`src/rtl/hweo_pkg.sv`:
```
// Shared types and constants for the hysteresis wheel encoder odometer.
// Holds field widths, register codes, reset values and the structs passed
// between the front end, the command queue, the back end and the dividers.
package hweo_pkg;

  localparam int SAMPLE_W  = 12;
  localparam int SEG_W     = 15;
  localparam int CIRC_W    = 15;
  localparam int CFG_W     = 15;
  localparam int CFG_IDX_W = 3;

  // Default queue depths
  localparam int CMD_DEPTH = 2;
  localparam int RES_DEPTH = 2;

  // Divider sizing: |delta| * 1000 * circ fits in 57 bits,
  // interval * segments fits in 47 bits, and an unsaturated quotient in 31.
  localparam int NUM_W = 57;
  localparam int DEN_W = 47;
  localparam int QUO_W = 31;
  localparam int K_W   = 25;

  localparam logic [31:0] WINDOW_MS = 32'd50;
  localparam logic [9:0]  MS_PER_S  = 10'd1000;

  localparam logic [SAMPLE_W-1:0] UPPER_RST = 12'd2500;
  localparam logic [SAMPLE_W-1:0] LOWER_RST = 12'd1500;
  localparam logic [SEG_W-1:0]    SEG_RST   = 15'd8;
  localparam logic [CIRC_W-1:0]   CIRC_RST  = 15'd200;

  localparam logic ACT_SAMPLE = 1'b0;
  localparam logic ACT_CLEAR  = 1'b1;

  typedef enum logic [CFG_IDX_W-1:0] {
    REG_UPPER    = 3'd0,
    REG_LOWER    = 3'd1,
    REG_SEGMENTS = 3'd2,
    REG_CIRCUMF  = 3'd3,
    REG_BACKWARD = 3'd4
  } cfg_reg_t;

  typedef struct packed {
    logic [SAMPLE_W-1:0] upper;
    logic [SAMPLE_W-1:0] lower;
    logic [SEG_W-1:0]    seg;
    logic [CIRC_W-1:0]   circ;
    logic                backward;
  } cfg_t;

  // Work handed from the front end to the back end
  typedef struct packed {
    logic [31:0] tick;
    logic [31:0] delta;
    logic [31:0] interval;
  } cmd_t;

  typedef struct packed {
    logic signed [31:0] tick_count;
    logic signed [31:0] distance;
    logic signed [31:0] velocity;
  } res_t;

  typedef struct packed {
    logic done;
    logic sat;
  } div_stat_t;

endpackage

```
`src/rtl/hweo_front.sv`:
```
// Front end: accepts input transactions, runs the hysteresis detector and window.
// Depends on hweo_pkg; pushes one command per transaction into the command queue.
module hweo_front (
  input  logic                          clk,
  input  logic                          rst_n,
  input  hweo_pkg::cfg_t                cfg,
  input  logic                          in_push,
  input  logic                          in_action,
  input  logic [hweo_pkg::SAMPLE_W-1:0] in_sample,
  input  logic [31:0]                   in_now_ms,
  output logic                          in_full,
  output logic                          cmd_push,
  output hweo_pkg::cmd_t                cmd_data,
  input  logic                          cmd_full
);

  logic        wait_low_r;
  logic [31:0] ticks_r;
  logic [31:0] win_ticks_r;
  logic [31:0] win_time_r;
  logic [31:0] delta_r;
  logic [31:0] interval_r;

  logic        accept;
  logic        hit;
  logic [31:0] step_val;
  logic [31:0] ticks_upd;
  logic [31:0] elapsed;
  logic        win_close;
  logic [31:0] delta_upd;
  logic [31:0] interval_upd;

  assign in_full  = cmd_full;
  assign accept   = in_push && !cmd_full;
  assign cmd_push = accept;

  always_comb begin
    step_val     = cfg.backward ? 32'hFFFF_FFFF : 32'd1;
    hit          = wait_low_r ? (in_sample <= cfg.lower) : (in_sample >= cfg.upper);
    ticks_upd    = hit ? ticks_r + step_val : ticks_r;
    elapsed      = in_now_ms - win_time_r;
    win_close    = (elapsed > hweo_pkg::WINDOW_MS);
    delta_upd    = win_close ? ticks_upd - win_ticks_r : delta_r;
    interval_upd = win_close ? elapsed : interval_r;

    if (in_action == hweo_pkg::ACT_CLEAR) begin
      cmd_data.tick     = '0;
      cmd_data.delta    = '0;
      cmd_data.interval = 32'd1;
    end else begin
      cmd_data.tick     = ticks_upd;
      cmd_data.delta    = delta_upd;
      cmd_data.interval = interval_upd;
    end
  end

  always_ff @(posedge clk) begin
    if (!rst_n) begin
      wait_low_r  <= 1'b0;
      ticks_r     <= '0;
      win_ticks_r <= '0;
      win_time_r  <= '0;
      delta_r     <= '0;
      interval_r  <= 32'd1;
    end else if (accept) begin
      if (in_action == hweo_pkg::ACT_CLEAR) begin
        // keep the detector phase, restart everything else
        ticks_r     <= '0;
        win_ticks_r <= '0;
        win_time_r  <= in_now_ms;
        delta_r     <= '0;
        interval_r  <= 32'd1;
      end else begin
        if (hit) begin
          wait_low_r <= !wait_low_r;
        end
        ticks_r <= ticks_upd;
        if (win_close) begin
          win_ticks_r <= ticks_upd;
          win_time_r  <= in_now_ms;
          delta_r     <= delta_upd;
          interval_r  <= interval_upd;
        end
      end
    end
  end

endmodule

```
`config.mk`:
```
export PLATFORM = sky130hd
export DESIGN_NAME = hweo_front
export DESIGN_NICKNAME = d
export VERILOG_FILES = /design/src/rtl/hweo_pkg.sv /design/src/rtl/hweo_front.sv
export SDC_FILE = /design/constraint.sdc
export NUM_CORES = 1
export LEC_CHECK = 0
export CAP_MARGIN = 20
export CELL_PAD_IN_SITES_DETAIL_PLACEMENT = 1
export CELL_PAD_IN_SITES_GLOBAL_PLACEMENT = 2
export CORE_MARGIN = 3
export CORE_UTILIZATION = 38
export CTS_BUF_LIST = sky130_fd_sc_hd__clkbuf_8
export DETAILED_ROUTE_END_ITERATION = 16
export DONT_BUFFER_PORTS = 1
export PLACE_DENSITY = 0.83
export SLEW_MARGIN = 10
export SYNTH_ARGS = -nofsm -noshare
export SYNTH_HDL_FRONTEND = slang
export SYNTH_SLANG_ARGS = --single-unit
```
`constraint.sdc`:
```
create_clock -name clk -period 6.4 [get_ports clk]
set_input_delay 0.32 -clock clk [delete_from_list [all_inputs] [get_ports clk]]
set_output_delay 0.32 -clock clk [all_outputs]
set_load 0.02 [all_outputs]
```
==> reports/results.tsv <==
stage	metric	value	unit
yosys	Mapped Avg Cell Area	7.30	um2
sta	setup TNS	0	ps
placement	Placed Area	13900	um2
placement	Port Buf Inserts	0	
yosys	post-synthesis cell area	13400	um2
die	die height	194	um
die	row cnt	68	
worst_setup_path	Crit path required time	6080	ps
sta	Setup Skew	20.9	ps
yosys	synthesized flop and latch total	161	
die	core area	34600	um2
clock_network	clk root buf	clkbuf_8	
sta	# setup viols final	0	
yosys	Async SR Flop Fraction	0	%
global_routing	grt peak-use layer	met2	
sta	unrepaired setup endpoints after global routing	false	
layout	share of layout cells above drive strength 1	6.20	%
placement	post-DP HPWL	32700	um
worst_setup_path	critical path class	reg2out	
clock_network	cts bufs inserted	17	
yosys	Cells after Synth	1835	
worst_hold_path	Min-Delay Path Class	in2reg	
power	Leak	6.27	nW
placement	routability congestion estimate	0.852	
yosys	Post-synth EDFFs	0	
routing	post-route ant nets	0	
die	die area	37600	um2
global_routing	antenna violations before repair	0	
sta	Final min period	5910	ps
global_routing	first-pass GRT wire length	74100	um
global_routing	met3 usage	4.85	%
yosys	XOR/XNOR Fraction of Synth Area	5.13	%
clock_network	CTS tree	done	
routing	first-pass iteration count of the detailed router	5	
routing	number of remaining DRC errors	0	
layout	area grow syn2layout	14.4	%
yosys	yosys warns	0	
routing	Detailed Route WL	46200	um
routing	DR vias/cell	5.55	
sta	post-route clock period utilization	92.4	%
worst_setup_path	startpoint types	flop	
die	die width	194	um
layout	Finished Cell Area	15300	um2
global_routing	GR Util met1	28.2	%
worst_setup_path	RR Startpoint	win_time_r[0]	
worst_setup_path	Worst Setup SP	win_time_r[0]	
layout	most frequent cells in the layout	nand2_1, a21oi_1, dfxtp_1	
clock_network	H-tree Lvls	4	
status	outcome	finished, final reports clean	
sta	worst slew pin tran	1050	ps
power	Tot Pwr	0.00335	W
global_routing	largest net degree at the start of global routing	104	
layout	commonest non-fill, non-tap cell in the layout	nand2_1	
global_routing	total gr overflow	0	
layout	antenna diode count	0	
global_routing	vias in the first global route	13806	
global_routing	grt met2 use	45.3	%
yosys	Top FF cell, synth	dfxtp_1	
clock_network	Max clock buf depth	2	
sta	Final Hold Viols	0	
routing	initial DRC count	501	
clock_network	setup bufs post-CTS	0	
yosys	combinational family with the most area after synthesis	simple AND/OR/NAND/NOR gates	
global_routing	Total Routing Usage GR	24.1	%
yosys	fraction of the mapped netlist area in simple logic gates	22.7	%
worst_setup_path	crit path DAT	5590	ps
yosys	count of different cell masters after synthesis	71	
power	pwr/cell area	218	nW/um2
yosys	mux cell area share after synthesis	7.12	%
worst_setup_path	crit-path max FO	24	
die	Boundary Pins	202	
yosys	syn nets	2058	
power	Peak supply drop	0.137	mV
flow_run	Max-Cap Viols	0	
yosys	area leader, netlist	dfxtp_1	
clock_network	Clk Latency, worst-skew pair	490	ps
yosys	post-synthesis adder-cell area fraction	11.3	%
layout	count of nets after finishing	2130	
worst_hold_path	HP Start	rst_n	
yosys	largest cells by area after synthesis	dfxtp_1, ha_1, nand2_1	
yosys	share of the synthesized area in the top cell type	24.1	%
sta	f_max	169	MHz
routing	DR vias	13184	
routing	WL per Instance	19.5	um
sta	Slew Viols, Final	0	
sta	Rel. slew slack	30.1	%
worst_setup_path	Setup crit end kind	primary output	
clock_network	clk sinks	161	
die	Starting Density	38.7	%
yosys	Compound-Gate Fraction of Synth Area	22.3	%
yosys	Seq/Total Area, Yosys	24.1	%
clock_network	Reg clk slew, reported paths	110	ps
## area by class of cell
type / instances / area, um2
fillers: 4313 / 19300
multi-input cells: 1441 / 9240
flip-flops and latches: 161 / 3220
repair buffers: 144 / 1350
well taps: 455 / 569
inverters: 142 / 533
clock buffers: 17 / 234
clock inverters: 15 / 183
## final timing paths
path                            slack, ps              to  cells past startpoint
worst min register to register        460  interval_r[26]                      2
worst max-delay path                  490    cmd_data[35]                     15
worst min-delay path                   60  interval_r[27]                      2
worst max register to register        670  win_time_r[17]                     16
## critical path, stage by stage (launching register included)
cell      delay, ps
dfxtp_1         360
ha_1            200
inv_1            70
fa_1            430
a211oi_1        340
o21ai_1         160
a41o_1          360
a221oi_4        440
o21ai_1         220
xnor2_1         400
nand2_1         120
nor4b_2         410
and4_2          650
buf_4           330
nand2_1          80
a21oi_1         510
## report_power, final
part	leakage [nW]	switching (W)	total, W	internal (W)
combinational	4.77	0.000886	0.00143	0.000545
sequential	1.31	0.0000242	0.00107	0.00105
clock	0.199	0.000455	0.000846	0.000391
## state kept, by name, indices dropped and copies added, names as in the netlist
signal and flops:
interval_r 32, wait_low_r 1, delta_r 32, win_time_r 32, win_ticks_r 32, ticks_r 32
## metrics by stage
stage	hold slack (ps)	util, %	cells	setup WS, ps
after floorplan	429	-	1835	810
after global placement	439	40.1	2245	266
after detailed placement	446	40.1	2245	190
after CTS	3.79	44.1	2374	163
after global routing	42.5	44.3	2375	23.0
final	56.6	44.3	2375	488
## Yosys cell counts (all sizes together) (32+ instances only)
cell	instances
ha	116
o21ai	66
nand2	358
mux2i	92
clkbuf	61
dfxtp	161
a21oi	189
inv	141
xnor2	54
nand3	66
nor2	125
a21o	32
## metal layers
| layer | routed length (um) | part of all wire, % | vias to the layer above |
|---|---|---|---|
| met5 | 0 | 0 | - |
| met4 | 770 | 1.7 | 0 |
| met3 | 1990 | 4.3 | 44 |
| met2 | 23800 | 51 | 174 |
| met1 | 19700 | 43 | 6454 |
| li1 | - | - | 6512 |
## what timing repair did
action | 4_1_cts | 5_1_grt
setup endpoints to repair | 0 | 10
hold buffers | 97 | 0
resized for setup | 0 | 11
endpoints found under the hold margin | 70 | 0
## cell families after synthesis
logic type / count (synthesis)
buf+inv: 233
xor+xnor: 77
flops: 161
fa+ha+maj: 119
mux: 95
simple gates: 689
compound gates: 461
(Power assumes the default switching activity.)
