File: config.mk
export PLATFORM = sky130hd
export DESIGN_NAME = hweo_fifo
export DESIGN_NICKNAME = d
export VERILOG_FILES = /design/src/rtl/hweo_fifo.sv
export SDC_FILE = /design/constraint.sdc
export NUM_CORES = 1
export LEC_CHECK = 0
export BUFFER_PORTS_ARGS = -buffer_cell sky130_fd_sc_hd__buf_2
export CAP_MARGIN = 15
export CORE_MARGIN = 2
export CORE_UTILIZATION = 52
export DETAILED_ROUTE_END_ITERATION = 8
export MAX_ROUTING_LAYER = met4
export PLACE_DENSITY_LB_ADDON = 0.15
export SETUP_SLACK_MARGIN = 0.05
export SYNTH_ARGS = -nofsm -noshare
export SYNTH_HDL_FRONTEND = slang
export SYNTH_SLANG_ARGS = --single-unit
export TNS_END_PERCENT = 5
File: constraint.sdc
create_clock -name clk -period 2.7 [get_ports clk]
set_input_delay 0.27 -clock clk [delete_from_list [all_inputs] [get_ports clk]]
set_output_delay 0.27 -clock clk [all_outputs]
set_load 0.05 [all_outputs]
File: src/rtl/hweo_fifo.sv
// Small first-word-fall-through queue of packed words.
// Used for the command queue and the result queue; no package dependency.
module hweo_fifo #(
  parameter int DEPTH = 2,
  parameter int WIDTH = 8
) (
  input  logic             clk,
  input  logic             rst_n,
  input  logic             push,
  input  logic [WIDTH-1:0] wdata,
  output logic             full,
  input  logic             pop,
  output logic [WIDTH-1:0] rdata,
  output logic             empty
);

  localparam int PTR_W = (DEPTH > 1) ? $clog2(DEPTH) : 1;
  localparam int CNT_W = $clog2(DEPTH + 1);

  logic [WIDTH-1:0] mem [DEPTH];
  logic [PTR_W-1:0] wr_ptr_r;
  logic [PTR_W-1:0] rd_ptr_r;
  logic [CNT_W-1:0] count_r;
  logic             do_push;
  logic             do_pop;

  assign full    = (count_r == CNT_W'(DEPTH));
  assign empty   = (count_r == '0);
  assign do_push = push && !full;
  assign do_pop  = pop && !empty;
  assign rdata   = mem[rd_ptr_r];

  always_ff @(posedge clk) begin
    if (do_push) begin
      mem[wr_ptr_r] <= wdata;
    end
  end

  always_ff @(posedge clk) begin
    if (!rst_n) begin
      wr_ptr_r <= '0;
      rd_ptr_r <= '0;
      count_r  <= '0;
    end else begin
      if (do_push) begin
        wr_ptr_r <= (wr_ptr_r == PTR_W'(DEPTH - 1)) ? '0 : wr_ptr_r + 1'b1;
      end
      if (do_pop) begin
        rd_ptr_r <= (rd_ptr_r == PTR_W'(DEPTH - 1)) ? '0 : rd_ptr_r + 1'b1;
      end
      if (do_push && !do_pop) begin
        count_r <= count_r + 1'b1;
      end else if (do_pop && !do_push) begin
        count_r <= count_r - 1'b1;
      end
    end
  end

endmodule

==> impl_metrics.csv, run 1 <==
group,metric,value,unit
floorplanning,die_height,43.5,um
timing,hold_violations,0,
yosys,synth_fp_nets,63,
timing,tightest_slew,0.677,ns
timing,post-route-period-util,62.6,%
timing,post-route-worst-setup-slack,1.01,ns
global_route,grt_antenna_before_repair,0,
finish,synthToLayoutAreaGrowth,18.1,%
detailed_routing,num_vias,454,
floorplanning,core-area,0.00149,mm2
timing,final_max_slew_viol_count,0,
yosys,ys_seq_area_share,71.7,%
detailed_routing,drcViolationCount,0,
pwr,p_leak,0.379,nW
yosys,avgSynthCellArea,16.2,um2
detailed_routing,wl,1110,um
global_route,grt_use_total,14.8,%
worst_setup_path,cp.required,2.43,ns
flow_run,max_cap_viol_count,0,
detailed_routing,wl_per_cell,12.4,um
yosys,synth_edf_count,16,
finish,diodes,0,
timing,finalSetupViolCount,0,
clocking,ctsHoldBuffers,0,
place,dp_slack,1.17,ns
clocking,clockBufferDepth,2,
global_route,grt_pass1_wl,1920,um
pwr,vdd_drop_max,0.515,mV
detailed_routing,vias_per_cell,5.04,
clocking,cts_tree,"yes",
clocking,clk_pin_slew_worst_paths,0.11,ns
floorplanning,dieArea,0.00189,mm2
timing,fin_crit,1.69,ns
detailed_routing,first_pass_iters,2,
timing,tns,0,ns
worst_setup_path,cp-start-kind,"flop",
pwr,power,1.03,mW
global_route,busiest_layer,"met2",
yosys,netlist_area,810,um2
timing,rsz0062_at_grt,"no",
yosys,ys.flop_type,"edfxtp_1",
yosys,ys_types,20,
yosys,synth_seq_cells,21,
place,portBuffers,21,
finish,nNetsFinal,88,
finish,layout-drive-gt1-share,45.9,%
min_path,min_path_type,"in2reg",
clocking,cts-resized-gates,0,
clocking,insertion_delay,0.29,ns
floorplanning,std_cell_rows,14,
detailed_routing,antenna_left,0,
global_route,overflow,0,
clocking,clkSinkCount,21,
worst_setup_path,critical_path_peak_fanout,8,
detailed_routing,drtIter0Drc,4,
worst_setup_path,critPathArrivalTime,1.42,ns
worst_setup_path,end_kind,"output pin",
clocking,cts_setup_buffers,0,
worst_setup_path,crit_type,"reg2out",
yosys,synthArstFlopShare,0,%
global_route,met3_usage,4.58,%
timing,fin_skew,0.00192,ns
pwr,powerDensity,1080,mW/mm2
timing,slew_headroom,54.6,%
global_route,grt_max_degree,12,
clocking,cts_buffers,3,
floorplanning,start_util,54.4,%
yosys,syn-instance-count,50,
run_status,status,"finished, final reports clean",
clocking,cts_root_buffer,"clkbuf_4",
timing,fin_hold_ws,0.163,ns
timing,fmax,0.592,GHz
place,gp_congestion,0.699,
yosys,ys_warn_count,0,
global_route,grt_pass1_vias,477,
global_route,use_met1,17.0,%
global_route,grt_use_met2,24.5,%
floorplanning,io_pins,22,
floorplanning,die_x,43.5,um
clocking,htreeDepth,1,
==> cell usage after synthesis, types with 2 or more instances <==
cell / instances / area [um2]
edfxtp_1: 16 / 480
and2_1: 3 / 18.8
mux2_2: 8 / 90.1
nor2_1: 2 / 7.51
xnor2_1: 2 / 17.5
dfxtp_1: 5 / 100
==> metal layers <==
layer	up-vias	wire length (um)
met5	-	0
met4	0	6
met3	2	59
met2	15	549
met1	206	498
li1	231	-
==> final timing paths <==
path / end / slack [ns] / depth (start not counted) / start
setup / recovery: rdata[1] / 1.01 / 2 / flop
hold / removal: mem[1][1] / 0.16 / 1 / wdata[1]
setup reg to reg: count_r[1] / 1.14 / 6 / count_r[0]
hold reg to reg: count_r[1] / 0.54 / 2 / count_r[1]
==> cell families after synthesis <==
kind of cell | after synthesis | share of synthesized area (%)
adders and majority gates | 1 | 1.55
buffers and inverters | 3 | 1.54
and+or+nand+nor | 9 | 6.80
muxes | 8 | 11.1
DFF | 21 | 71.7
xor gates and xnor gates | 3 | 3.25
AOI/OAI and AO/OA | 5 | 4.02
==> flip-flops by register name, summed over array words and instances, names as in the netlist, named ones only <==
register	cells
wr_ptr_r	1
count_r	2
mem	16
rd_ptr_r	1
==> critical path, cell delays in order (launching register included) <==
cell and delay [ns]:
dfxtp_1 0.54, mux2_2 0.38, buf_2 0.21
==> where the power goes <==
group / leakage, nW / internal (mW) / switching, mW / total, mW
combinational: 0.173 / 0.141 / 0.295 / 0.436
sequential: 0.191 / 0.413 / 0.0413 / 0.454
clock: 0.0150 / 0.0573 / 0.0841 / 0.141
==> stage by stage <==
stage / util (%) / area (um2) / instances
after CTS: 64.2 / 956 / 90
after floorplan: - / 810 / 50
after detailed placement: 62.4 / 930 / 86
final: 64.2 / 956 / 90
after global placement: 62.4 / 930 / 86
after global routing: 64.2 / 956 / 90
==> cell type report <==
type / instances / area, um2
Fill cell: 112 / 533
Timing Repair Buffer: 21 / 105
Clock buffer: 4 / 26.3
Sequential cell: 21 / 581
Multi-Input combinational cell: 26 / 216
Tap cell: 16 / 20.0
Inverter: 2 / 7.51
==> cell usage in the layout, fill, tap and decap left out, types with 2 or more instances in the layout <==
cell type and n:
buf_2 21, edfxtp_1 16, mux2_2 8, dfxtp_1 5, and2_1 3, clkbuf_4 3
nor2_1 2, xnor2_1 2
Power figures use the tool's default switching activity.
==> inputs of run 2 (changes only) <==
Settings changed: ABC_AREA set to 1, CORE_UTILIZATION 52 to 49.
Clock period 2.7 ns to 1.6 ns, I/O delays scaled along.
==> run 2 against run 1 <==
Critical endpoint is now rdata[4]. Core utilization rose by 1.1 points. Synthesized cell count rose by 26%. Setup slack got worse by 0.89 ns. Largest cell class unchanged.
==> impl_metrics.csv, run 2 <==
group,metric,value,unit
yosys,ys.flop_type,"edfxtp_1",
yosys,synthTopCellsByArea,"edfxtp_1, dfxtp_1, mux2_2, nor2_1, inv_1",
worst_setup_path,cp-start-kind,"flop",
worst_setup_path,cp.required,1.44,ns
worst_setup_path,crit_type,"reg2out",
min_path,min_path_type,"in2reg",
timing,fin_skew,0.00207,ns
yosys,synth_compound_area_share,2.89,%
floorplanning,io_pins,22,
floorplanning,die_x,45.0,um
timing,fmax,0.675,GHz
finish,diodes,0,
pwr,p_leak,0.425,nW
yosys,ys_warn_count,0,
place,portBuffers,21,
finish,reg.largest.list,"mem (16), count_r (2)",
finish,largest_reg_flops,16,
place,post-place-cells,101,
clocking,ctsHoldBuffers,0,
timing,fin_hold_ws,0.0372,ns
floorplanning,die_height,45.0,um
global_route,grt_use_total,15.5,%
yosys,netlist_area,823,um2
global_route,grt_pass1_vias,521,
clocking,cts_root_buffer,"clkbuf_4",
clocking,htreeDepth,1,
yosys,muxShareOfSynthArea,10.9,%
finish,top_register,"mem",
clocking,clkSinkCount,21,
detailed_routing,wl,1230,um
worst_setup_path,critPathMaxStageDelay,0.45,ns
yosys,synth_top_cell_area_share,58.4,%
yosys,synth_xor_area_share,0,%
detailed_routing,antenna_left,0,
clocking,insertion_delay,0.30,ns
flow_run,max_cap_viol_count,0,
finish,layout_common_cells,"buf_2, edfxtp_1, nor2_1, mux2_2, inv_1",
place,gp_congestion,0.828,
detailed_routing,num_vias,519,
yosys,synth_edf_count,16,
finish,mostFrequentLayoutCell,"buf_2",
detailed_routing,first_pass_iters,2,
worst_setup_path,crit_chain,"mux2_2, buf_2",
pwr,powerDensity,1750,mW/mm2
worst_setup_path,critical_path_peak_fanout,8,
floorplanning,dieArea,0.00202,mm2
worst_setup_path,slowest_stage,"dfxtp_2",
finish,nNetsFinal,104,
pwr,vdd_drop_max,1.06,mV
global_route,grt_antenna_before_repair,0,
floorplanning,std_cell_rows,14,
yosys,yosysTopAreaCell,"edfxtp_1",
timing,tightest_slew,0.252,ns
yosys,ys_types,15,
clocking,cts_buffers,3,
detailed_routing,vias_per_cell,4.90,
clocking,cts_tree,"yes",
timing,post-route-period-util,92.6,%
worst_setup_path,critPathArrivalTime,1.32,ns
global_route,grt_pass1_wl,2020,um
finish,synthToLayoutAreaGrowth,22.3,%
floorplanning,start_util,53.4,%
yosys,yosysMostFrequentCell,"edfxtp_1",
yosys,synth_common_cells,"edfxtp_1, nor2_1, inv_1, mux2_2, nand2_1",
yosys,syn-instance-count,63,
timing,rsz0062_at_grt,"yes",
detailed_routing,wl_per_cell,11.6,um
yosys,yosys.area_share.simple,9.42,%
clocking,clockBufferDepth,2,
clocking,clk_pin_slew_worst_paths,0.12,ns
timing,fin_crit,1.48,ns
finish,layout-drive-gt1-share,47.8,%
floorplanning,core-area,0.00154,mm2
yosys,synthAdderAreaFrac,1.52,%
run_status,status,"finished, final reports clean",
yosys,avgSynthCellArea,13.1,um2
timing,slew_headroom,83.3,%
yosys,synth_top_family_by_area,"multiplexers",
yosys,synthArstFlopShare,0,%
yosys,ys_seq_area_share,70.5,%
global_route,grt_max_degree,14,
finish,fin_cells,106,
detailed_routing,drcViolationCount,0,
timing,finalSetupViolCount,0,
place,hpwlAfterDp,908,um
yosys,synth_fp_nets,76,
worst_setup_path,end_kind,"output pin",
pwr,power,1.77,mW
detailed_routing,drtIter0Drc,6,
global_route,overflow,0,
yosys,synth_seq_cells,21,
timing,tns,0,ns
timing,final_max_slew_viol_count,0,
timing,hold_violations,0,
==> run 2: cell types whose count changed after synthesis, moves of 2 or more <==
cell     before  now
nor2_1        2   10
xnor2_1       2    0
and2_1        3    0
inv_1         1    8
nand2_1       0    6
==> run 2: kinds of logic (layout without fill, tap and decap cells) <==
| family | Yosys count | in the layout |
|---|---|---|
| mux | 8 | 8 |
| buf+inv | 10 | 37 |
| fa+ha+maj | 1 | 1 |
| simple gates | 19 | 19 |
| compound gates | 4 | 4 |
| flops | 21 | 21 |
==> run 2: cell type report <==
cell class	instances	area, um2
clock inverter	1	7.51
sequential	21	584
clock buffer	3	22.5
tap	16	20.0
timing repair buffer	24	128
multi-input combinational	32	211
inverter	9	33.8
fill	140	534
==> run 2: per-stage QoR <==
step | instance area (um2) | util (%) | setup slack, ns
floorplan | 831 | - | 0.216
global placement | 966 | 62.7 | 0.204
detailed placement | 966 | 62.7 | 0.150
CTS | 997 | 64.7 | 0.0826
global route | 1010 | 65.3 | 0.0316
finish | 1010 | 65.3 | 0.118
==> run 2: power by group <==
group | switching, mW | internal, mW
sequential | 0.0774 | 0.703
combinational | 0.505 | 0.225
clock | 0.159 | 0.0952
total | 0.742 | 1.02
==> run 2: timing repair <==
action                     in CTS  in global routing
gates cloned                    0                  0
pin swaps                       0                  1
setup buffers                   0                  1
setup endpoints to repair       8                  9
resized for setup               1                  2
==> run 2: critical path, delay by kind of cell (launching register included) <==
family,cells,cell delay [ns]
flops,1,0.45
buf+inv,1,0.21
mux,1,0.36
==> run 2: routing by layer <==
metal	routed length [um]	GRT usage (%)	vias up
met2	649	26.3	13
met1	504	14.4	234
li1	-	-	268
met5	0	-	-
met3	56	5.20	4
met4	21	10.6	0
==> run 2: path summary, 6_finish.rpt <==
path         slack [ns]         end  cells after the start       start
max                0.12    rdata[4]                      2        flop
min                0.04   mem[0][7]                      1    wdata[7]
max reg2reg        0.23  count_r[1]                      9  count_r[1]
min reg2reg        0.52    wr_ptr_r                      2    wr_ptr_r
